===== src/hw/rtl/esg_pkg.sv =====
// Shared types, constants and helpers for the encoder-to-stepper gearing block.
package esg_pkg;

   // Fixed-point position of the gear ratio.
   localparam int FRAC_SHIFT  = 32;
   localparam int SCALE_SHIFT = FRAC_SHIFT - 16;

   localparam logic [31:0] MID_POSITION  = 32'h8000_0000;
   localparam logic [31:0] RESYNC_FLOOR  = 32'd10000;
   localparam logic [31:0] LAG_LIMIT     = 32'd255;
   localparam logic [15:0] JITTER_SPAN   = 16'd10;
   localparam logic [15:0] JITTER_NEG    = 16'hFFF6;   // -10 as a 16-bit count
   localparam logic [31:0] SEEN_RATIO_RST = 32'hFFFF_FFFF;

   // Fault codes.
   localparam logic [1:0] FAULT_NONE  = 2'd0;
   localparam logic [1:0] FAULT_LAG   = 2'd1;
   localparam logic [1:0] FAULT_ALARM = 2'd2;

   // Register indexes on the csr channel.
   localparam int CSR_INDEX_W = 1;
   localparam logic [CSR_INDEX_W-1:0] REG_GEAR_RATIO   = 1'd0;
   localparam logic [CSR_INDEX_W-1:0] REG_REVERSE_MODE = 1'd1;

   typedef struct packed {
      logic [15:0] encoder_count;
      logic        servo_ready;
      logic        servo_alarm;
      logic        clear_fault;
   } req_type;

   typedef struct packed {
      logic       issue_steps;
      logic [7:0] step_count;
      logic       step_direction;
      logic [1:0] fault_code;
      logic       stop_servo;
   } rsp_type;

   typedef struct packed {
      logic [31:0] gear_ratio;
      logic        reverse_mode;
   } cfg_type;

   // Servo target for the mid-range spindle position: MID_POSITION * ratio, scaled.
   function automatic logic [31:0] mid_target(input logic [31:0] ratio);
      logic [63:0] prod;
      prod = 64'(ratio) << 31;
      return prod[SCALE_SHIFT +: 32];
   endfunction

endpackage


===== src/hw/rtl/esg_if.sv =====
// Channel interfaces: request, response and csr write.
interface esg_req_if;
   logic             valid;
   logic             ready;
   esg_pkg::req_type data;
   modport source (output valid, output data, input ready);
   modport sink   (input valid, input data, output ready);
endinterface

interface esg_rsp_if;
   logic             valid;
   logic             ready;
   esg_pkg::rsp_type data;
   modport source (output valid, output data, input ready);
   modport sink   (input valid, input data, output ready);
endinterface

interface esg_csr_if;
   logic                             valid;
   logic                             ready;
   logic [esg_pkg::CSR_INDEX_W-1:0]  reg_index;
   logic [31:0]                      wdata;
   modport source (output valid, output reg_index, output wdata, input ready);
   modport sink   (input valid, input reg_index, input wdata, output ready);
endinterface


===== src/hw/rtl/esg_csr.sv =====
// Configuration registers: gear ratio and reverse mode.
module esg_csr (
   input  logic             clock,
   input  logic             reset,
   esg_csr_if.sink          csr_chan,
   output esg_pkg::cfg_type cfg
);
   esg_pkg::cfg_type cfg_ff, cfg_in;

   assign csr_chan.ready = 1'b1;

   always_comb begin
      cfg_in = cfg_ff;
      if (csr_chan.valid) begin
         case (csr_chan.reg_index)
            esg_pkg::REG_GEAR_RATIO:   cfg_in.gear_ratio   = csr_chan.wdata;
            esg_pkg::REG_REVERSE_MODE: cfg_in.reverse_mode = csr_chan.wdata[0];
            default: ;
         endcase
      end
   end

   always_ff @(posedge clock) begin
      if (reset) begin
         cfg_ff <= '0;
      end else begin
         cfg_ff <= cfg_in;
      end
   end

   assign cfg = cfg_ff;
endmodule


===== src/hw/rtl/esg_track.sv =====
// Tracking state and per-tick gearing datapath.
module esg_track (
   input  logic             clock,
   input  logic             reset,
   input  logic             step_en,
   input  esg_pkg::req_type req,
   input  esg_pkg::cfg_type cfg,
   output esg_pkg::rsp_type rsp
);
   logic [15:0] prev_count_ff, prev_count_in;
   logic [15:0] prev_delta_ff, prev_delta_in;
   logic [31:0] spindle_ff, spindle_in;
   logic [31:0] servo_ff, servo_in;
   logic [31:0] seen_ratio_ff, seen_ratio_in;
   logic        seen_rev_ff, seen_rev_in;
   logic [1:0]  fault_ff, fault_in;

   logic [15:0] delta;
   logic        jitter;
   logic [1:0]  fault_base;
   logic [31:0] delta32;
   logic [31:0] spin_sum;
   logic        resync;
   logic [31:0] spin_new;
   logic [31:0] ratio_eff;
   logic [31:0] servo_base;
   logic [63:0] prod;
   logic [31:0] target;
   logic [31:0] diff;
   logic [31:0] mag;
   logic [1:0]  fault_new;
   logic        issue;

   always_comb begin
      delta      = req.encoder_count - prev_count_ff;
      jitter     = (delta[15] != prev_delta_ff[15]) &&
                   ((delta < esg_pkg::JITTER_SPAN) || (delta > esg_pkg::JITTER_NEG));
      fault_base = req.clear_fault ? esg_pkg::FAULT_NONE : fault_ff;
      delta32    = {{16{delta[15]}}, delta};
      spin_sum   = spindle_ff + delta32;
      resync     = (cfg.gear_ratio != seen_ratio_ff) || (cfg.reverse_mode != seen_rev_ff) ||
                   (spin_sum < esg_pkg::RESYNC_FLOOR);
      spin_new   = resync ? (esg_pkg::MID_POSITION + delta32) : spin_sum;
      ratio_eff  = resync ? cfg.gear_ratio : seen_ratio_ff;
      servo_base = resync ? esg_pkg::mid_target(cfg.gear_ratio) : servo_ff;
      prod       = 64'(spin_new) * 64'(ratio_eff);
      target     = prod[esg_pkg::SCALE_SHIFT +: 32];
      diff       = target - servo_base;
      mag        = diff[31] ? (32'd0 - diff) : diff;
      if (req.servo_alarm) begin
         fault_new = esg_pkg::FAULT_ALARM;
      end else if (mag > esg_pkg::LAG_LIMIT) begin
         fault_new = esg_pkg::FAULT_LAG;
      end else begin
         fault_new = fault_base;
      end
      issue = (fault_new == esg_pkg::FAULT_NONE) && (diff != 32'd0) && req.servo_ready;

      // Next state
      prev_count_in = prev_count_ff;
      prev_delta_in = prev_delta_ff;
      spindle_in    = spindle_ff;
      servo_in      = servo_ff;
      seen_ratio_in = seen_ratio_ff;
      seen_rev_in   = seen_rev_ff;
      fault_in      = fault_base;
      rsp           = '0;
      if (jitter) begin
         rsp.fault_code = fault_base;
         rsp.stop_servo = (fault_base != esg_pkg::FAULT_NONE);
      end else begin
         prev_count_in = req.encoder_count;
         prev_delta_in = delta;
         spindle_in    = spin_new;
         seen_rev_in   = resync ? cfg.reverse_mode : seen_rev_ff;
         seen_ratio_in = (fault_new == esg_pkg::FAULT_NONE) ? ratio_eff : 32'd0;
         servo_in      = issue ? target : servo_base;
         fault_in      = fault_new;
         rsp.issue_steps    = issue;
         rsp.step_count     = issue ? mag[7:0] : 8'd0;
         rsp.step_direction = issue & (diff[31] ^ cfg.reverse_mode);
         rsp.fault_code     = fault_new;
         rsp.stop_servo     = (fault_new != esg_pkg::FAULT_NONE);
      end
   end

   always_ff @(posedge clock) begin
      if (reset) begin
         prev_count_ff <= '0;
         prev_delta_ff <= '0;
         spindle_ff    <= esg_pkg::MID_POSITION;
         servo_ff      <= esg_pkg::MID_POSITION;
         seen_ratio_ff <= esg_pkg::SEEN_RATIO_RST;
         seen_rev_ff   <= 1'b0;
         fault_ff      <= esg_pkg::FAULT_NONE;
      end else if (step_en) begin
         prev_count_ff <= prev_count_in;
         prev_delta_ff <= prev_delta_in;
         spindle_ff    <= spindle_in;
         servo_ff      <= servo_in;
         seen_ratio_ff <= seen_ratio_in;
         seen_rev_ff   <= seen_rev_in;
         fault_ff      <= fault_in;
      end
   end

   // A latched fault always forces the tracked ratio to zero.
   assert property (@(posedge clock) disable iff (reset)
      (fault_ff != esg_pkg::FAULT_NONE) |-> (seen_ratio_ff == 32'd0))
      else $error("faulted with nonzero seen ratio");

   // A burst leaves the servo position exactly on target.
   assert property (@(posedge clock) disable iff (reset)
      (step_en && issue && !jitter) |=> (servo_ff == $past(target)))
      else $error("servo position missed target after burst");

   // Jitter ticks leave the encoder history alone.
   assert property (@(posedge clock) disable iff (reset)
      (step_en && jitter) |=> $stable(prev_count_ff) && $stable(spindle_ff))
      else $error("jitter tick changed tracking state");
endmodule


===== src/hw/rtl/encoder_to_stepper_gearing_top.sv =====
// Top level of the encoder-to-stepper gearing block.
//
//  channel  | dir | payload fields (each moves on valid & ready)
//  ---------+-----+----------------------------------------------------------------
//  req_chan | in  | encoder_count, servo_ready, servo_alarm, clear_fault
//  rsp_chan | out | issue_steps, step_count, step_direction, fault_code, stop_servo
//  csr_chan | in  | reg_index (0 gear_ratio, 1 reverse_mode), wdata
//
// One request in, one response out, one transfer per cycle sustained while the response side is not stalled.
// The request is registered, then the gearing tick
// (one 32x32 multiply plus the state update) runs into the response register.
// The state update loop (spindle add, ratio multiply, lag compare) is combinational between state registers.
// Reset is synchronous, active high; it restores the tracking state and config.
// A stalled response holds the request register; req ready drops only while both are full.
module encoder_to_stepper_gearing_top (
   input  logic      clock,
   input  logic      reset,
   esg_req_if.sink   req_chan,
   esg_rsp_if.source rsp_chan,
   esg_csr_if.sink   csr_chan
);
   esg_pkg::cfg_type cfg;
   esg_pkg::rsp_type tick_rsp;

   logic             in_valid_ff, in_valid_in;
   esg_pkg::req_type in_data_ff, in_data_in;
   logic             out_valid_ff, out_valid_in;
   esg_pkg::rsp_type out_data_ff, out_data_in;

   logic advance;   // response register can take a new result
   logic fire;      // tick runs on the held request this cycle

   assign advance = !out_valid_ff || rsp_chan.ready;
   assign fire    = in_valid_ff && advance;

   assign req_chan.ready = !in_valid_ff || advance;

   esg_csr u_csr (
      .clock    (clock),
      .reset    (reset),
      .csr_chan (csr_chan),
      .cfg      (cfg)
   );

   esg_track u_track (
      .clock   (clock),
      .reset   (reset),
      .step_en (fire),
      .req     (in_data_ff),
      .cfg     (cfg),
      .rsp     (tick_rsp)
   );

   always_comb begin
      // Request stage: refills whenever it empties or its item moves on.
      in_valid_in = in_valid_ff;
      in_data_in  = in_data_ff;
      if (req_chan.ready) begin
         in_valid_in = req_chan.valid;
         in_data_in  = req_chan.data;
      end

      // Response stage: loads on a tick, clears once taken.
      out_valid_in = out_valid_ff;
      out_data_in  = out_data_ff;
      if (fire) begin
         out_valid_in = 1'b1;
         out_data_in  = tick_rsp;
      end else if (rsp_chan.ready) begin
         out_valid_in = 1'b0;
      end
   end

   always_ff @(posedge clock) begin
      if (reset) begin
         in_valid_ff  <= 1'b0;
         out_valid_ff <= 1'b0;
      end else begin
         in_valid_ff  <= in_valid_in;
         out_valid_ff <= out_valid_in;
      end
   end

   always_ff @(posedge clock) begin
      in_data_ff  <= in_data_in;
      out_data_ff <= out_data_in;
   end

   assign rsp_chan.valid = out_valid_ff;
   assign rsp_chan.data  = out_data_ff;

   // A held request is not dropped while the response side stalls.
   assert property (@(posedge clock) disable iff (reset)
      (in_valid_ff && !advance) |=> in_valid_ff)
      else $error("held request lost during stall");

   // Bursts only go out with no fault latched.
   assert property (@(posedge clock) disable iff (reset)
      (rsp_chan.valid && rsp_chan.data.issue_steps) |->
      (rsp_chan.data.fault_code == esg_pkg::FAULT_NONE))
      else $error("burst issued while faulted");

   // Stop follows the fault code.
   assert property (@(posedge clock) disable iff (reset)
      rsp_chan.valid |->
      (rsp_chan.data.stop_servo == (rsp_chan.data.fault_code != esg_pkg::FAULT_NONE)))
      else $error("stop_servo disagrees with fault code");

   // A tick always produces a response in the next cycle.
   assert property (@(posedge clock) disable iff (reset)
      fire |=> out_valid_ff)
      else $error("tick result not registered");
endmodule

===== src/flat_wrapper.sv =====
// flat-port wrapper written by rule: the top's interface ports become plain ports
module encoder_to_stepper_gearing_top_flat 
  (clock, reset, req_chan_valid, req_chan_data, req_chan_ready, rsp_chan_valid, rsp_chan_data, rsp_chan_ready, csr_chan_valid, csr_chan_reg_index, csr_chan_wdata, csr_chan_ready);
  esg_req_if req_chan_i ();
  esg_rsp_if rsp_chan_i ();
  esg_csr_if csr_chan_i ();
  input  logic clock;
  input  logic reset;
  input wire logic [$bits(req_chan_i.valid)-1:0] req_chan_valid;
  input wire logic [$bits(req_chan_i.data)-1:0] req_chan_data;
  output wire logic [$bits(req_chan_i.ready)-1:0] req_chan_ready;
  output wire logic [$bits(rsp_chan_i.valid)-1:0] rsp_chan_valid;
  output wire logic [$bits(rsp_chan_i.data)-1:0] rsp_chan_data;
  input wire logic [$bits(rsp_chan_i.ready)-1:0] rsp_chan_ready;
  input wire logic [$bits(csr_chan_i.valid)-1:0] csr_chan_valid;
  input wire logic [$bits(csr_chan_i.reg_index)-1:0] csr_chan_reg_index;
  input wire logic [$bits(csr_chan_i.wdata)-1:0] csr_chan_wdata;
  output wire logic [$bits(csr_chan_i.ready)-1:0] csr_chan_ready;
  assign req_chan_i.valid = req_chan_valid;
  assign req_chan_i.data = req_chan_data;
  assign req_chan_ready = req_chan_i.ready;
  assign rsp_chan_valid = rsp_chan_i.valid;
  assign rsp_chan_data = rsp_chan_i.data;
  assign rsp_chan_i.ready = rsp_chan_ready;
  assign csr_chan_i.valid = csr_chan_valid;
  assign csr_chan_i.reg_index = csr_chan_reg_index;
  assign csr_chan_i.wdata = csr_chan_wdata;
  assign csr_chan_ready = csr_chan_i.ready;
  encoder_to_stepper_gearing_top u_core (.clock(clock), .reset(reset), .req_chan(req_chan_i), .rsp_chan(rsp_chan_i), .csr_chan(csr_chan_i));
endmodule

===== config.mk =====
export PLATFORM = sky130hd
export DESIGN_NAME = encoder_to_stepper_gearing_top_flat
export DESIGN_NICKNAME = d
export VERILOG_FILES = /design/src/hw/rtl/esg_pkg.sv /design/src/hw/rtl/esg_if.sv /design/src/hw/rtl/esg_csr.sv /design/src/hw/rtl/esg_track.sv /design/src/hw/rtl/encoder_to_stepper_gearing_top.sv /design/src/flat_wrapper.sv
export SDC_FILE = /design/constraint.sdc
export NUM_CORES = 2
export LEC_CHECK = 0
export BUFFER_PORTS_ARGS = -buffer_cell sky130_fd_sc_hd__buf_2
export CORE_UTILIZATION = 45
export DETAILED_ROUTE_END_ITERATION = 8
export HOLD_SLACK_MARGIN = 0.08
export PLACE_DENSITY = 0.6
export SYNTH_ARGS = -nofsm -noshare
export SYNTH_HDL_FRONTEND = slang
export SYNTH_SLANG_ARGS = --single-unit

===== constraint.sdc =====
create_clock -name clock -period 24.5 [get_ports clock]
set_clock_uncertainty 0.2 [all_clocks]
set_input_delay 1.225 -clock clock [delete_from_list [all_inputs] [get_ports clock]]
set_output_delay 1.225 -clock clock [all_outputs]
set_load 0.01 [all_outputs]

==> metrics.md <==
| Metric | Value |
|---|---|
| Synth area leaders | fa_1 37%, inv_1 7.5%, ha_1 7.2% |
| Flops & latches, synth | 183 |
| Mapped Area | 0.0427 mm² |
| Initial antenna violation count | 8 |
| Starting density of the core | 0.456 |
| Rel. slew slack | 0.293 |
| Hold_buf cts | 0 |
| H-tree depth | 4 |
| Largest family of logic cells by synthesized area | adder cells |
| First-pass GRT wire length | 216 mm |
| Crit path required time | 24.61 ns |
| Post-synth EDFFs | 32 |
| Register area share after synthesis | 0.0932 |
| Post-Route M1 WL | 61.0 mm |
| Syn nets | 6150 |
| Hold Crit Class | reg2reg |
| Peak fanout along the critical path | 38 |
| Crit start category | register |
| IO buf count | 71 |
| Final hold vios | 0 |
| Drt drc | 0 |
| Vias in the first global route | 35200 |
| Via-to-Cell Ratio | 5.71 |
| Leading area contributor after synthesis | fa_1 |
| Post-cts resize count | 0 |
| Clk sink count | 183 |
| Number of DRC markers in iteration 0 | 3332 |
| Clock latency at the later pin of the worst-skew pair | 0.47 ns |
| WL met2 | 62.0 mm |
| Initial DRT Pass Iterations | 5 |
| Post-synthesis adder-cell area fraction | 0.438 |
| Vias | 35500 |
| Die width | 310 µm |
| Least-Margin Pin Slew | 1.06 ns |
| Crit-path slowest cell | nor2_2 |
| DR top layer | met5 |
| Commonest non-fill, non-tap cell in the layout | inv_1 |
| Total I/O pin count | 73 |
| Xor-xnor portion of the synthesized cell area | 0.0326 |
| Mean Syn Cell Area | 8.44 µm² |
| Share of cells above drive strength 1 | 0.0560 |
| Number of routed nets with antenna violations | 0 |
| Setup-violating endpoint count in the final report | 0 |
| Avg WL per Cell | 22.5 µm |
| Row count | 112 |
| Period minus WS final | 20.58 ns |
| CP endpoint kind | register |
| Cell mode on critical path | fa_1 |
| Simple-gate share of the synthesized area | 0.205 |
| Max_cap viols | 0 |
| Max Fclk | 48.6 MHz |
| Post-synth top flop | dfxtp_1 |
| Most frequent cells in the layout | 849 x inv_1, 781 x fa_1, 734 x nand2_1, 429 x and2_1, 246 x ha_1 |
| Final WL | 140 mm |
| Multiplexer share of the synthesized area | 0.0122 |
| Synth Area in Compound Gates | 0.115 |
| Area of the core | 0.0937 mm² |
| Synth Instances | 5066 |
| Post-synth ARST share | 0 |
| Half-perimeter wire length after placement | 108 mm |
| Status | completed |
| Filler cells | 9237 |
| TNS Setup | 0 ns |
| GRT Util Overall | 0.298 |
| Fin nets | 6033 |
| Clock Root Buffer | clkbuf_16 |
| CTS Buffer Depth | 2 |
| Max incr delay on CP | 0.67 ns |
| Setup CP Type | reg2reg |
| Period utilization | 0.840 |
| Overflow after GRT | 0 |
| Final slew viol count | 0 |
| RSZ-0062 raised after global routing | no |
| TritonCTS clock tree | built |
| Largest net degree at the start of global routing | 87 |
| Synth top area share | 0.366 |
| Worst EP arrival | 20.69 ns |
| Die area | 0.0962 mm² |
| Num CTS Buffers | 17 |
| Met3 Wirelength | 11.0 mm |
| Postcts setup bufs | 0 |
| Clk slew on worst S/H paths | 0.08 ns |
| GPL Wtd Cong | 0.973 |
| Area Overhead vs Synth | 4.79% |
| Die Ht | 310 µm |
| Ys Warns | 0 |
| Synth cell types | 106 |
-- cell usage after synthesis, types with 21 or more instances --
cell type and n:
inv_1 849, edfxtp_1 32, a21oi_1 184, nor3_1 91, nand4_1 46, nor4_1 25
o21ai_0 91, o21bai_1 21, nand2_1 734, xnor2_1 87, xor2_1 52, fa_1 781
dfxtp_1 151, clkbuf_1 262, nor2_1 246, o21a_1 34, mux2i_1 35, o211ai_1 35
and3_1 28, ha_1 246, a21o_1 62, a221o_1 37, nand3_1 55, or3_1 24
a211oi_1 38, nand2b_1 23, and2_1 429, a31oi_1 30
-- flip-flops by register name, summed over array words and instances, names as in the netlist --
| signal | flops |
|---|---|
| u_core.u_track.seen_rev_ff | 1 |
| u_core.u_track.seen_ratio_ff | 32 |
| u_core.rsp_chan.data | 13 |
| u_core.in_data_ff | 19 |
| u_core.u_track.fault_ff | 2 |
| u_core.u_csr.cfg | 33 |
| u_core.u_track.prev_delta_ff | 1 |
| u_core.rsp_chan.valid | 1 |
| u_core.u_track.prev_count_ff | 16 |
| u_core.u_track.servo_ff | 32 |
| u_core.in_valid_ff | 1 |
| u_core.u_track.spindle_ff | 32 |
-- cell families after synthesis --
group | Yosys count
other | 1
adders and majority gates | 1027
muxes | 50
and+or+nand+nor | 1794
AOI/OAI and AO/OA | 705
DFF | 183
buffers and inverters | 1159
xor gates and xnor gates | 147
-- critical path, delay by kind of cell (launching register included) --
kind	cells	cell delay (ns)
compound gates	30	6.67
xor+xnor	3	0.98
fa+ha+maj	13	5.52
buf+inv	10	1.54
flops	1	0.40
simple gates	20	5.07
-- metal layers --
layer  global-route usage  vias up
li1                     -    15800
met1                0.425    18000
met2                0.462     1454
met3               0.0399      238
met4                0.107        4
met5                    0        -
-- final timing paths --
kind	startpoint	to	slack, ns	depth (start not counted)
min	u_core.u_track.servo_ff[0]	u_core.u_track.servo_ff[0]	0.25	2
min reg2reg	u_core.u_track.servo_ff[0]	u_core.u_track.servo_ff[0]	0.25	2
max	u_core.in_data_ff[3]	u_core.u_track.servo_ff[22]	3.92	76
max reg2reg	u_core.in_data_ff[3]	u_core.u_track.servo_ff[22]	3.92	76
-- final cells by class --
class                           count  area, µm²  area share
Antenna cell                        1       2.50   0.0000559
Sequential cell                   183       3980      0.0890
Timing Repair Buffer              171       1110      0.0248
Clock inverter                     14        130     0.00291
Tap cell                         1254       1570      0.0350
Multi-Input combinational cell   3724      34400       0.767
Clock buffer                       18        439     0.00981
Inverter                          852       3200      0.0714
-- through the flow --
step	hold WS, ns	setup slack, ns	std cells	util	instance area, µm²
3_3_place_gp	0.242	4.54	6184	0.472	44200
2_1_floorplan	0.227	6.84	5066	-	42700
3_5_place_dp	0.248	4.22	6184	0.472	44200
6_report	0.255	3.92	6217	0.478	44800
4_1_cts	0.259	4.08	6216	0.478	44800
5_1_grt	0.272	2.34	6216	0.478	44800
Power is left out: the tool's default activity adds up to more than one toggle a clock period on the data nets, which glitch-free logic cannot reach.
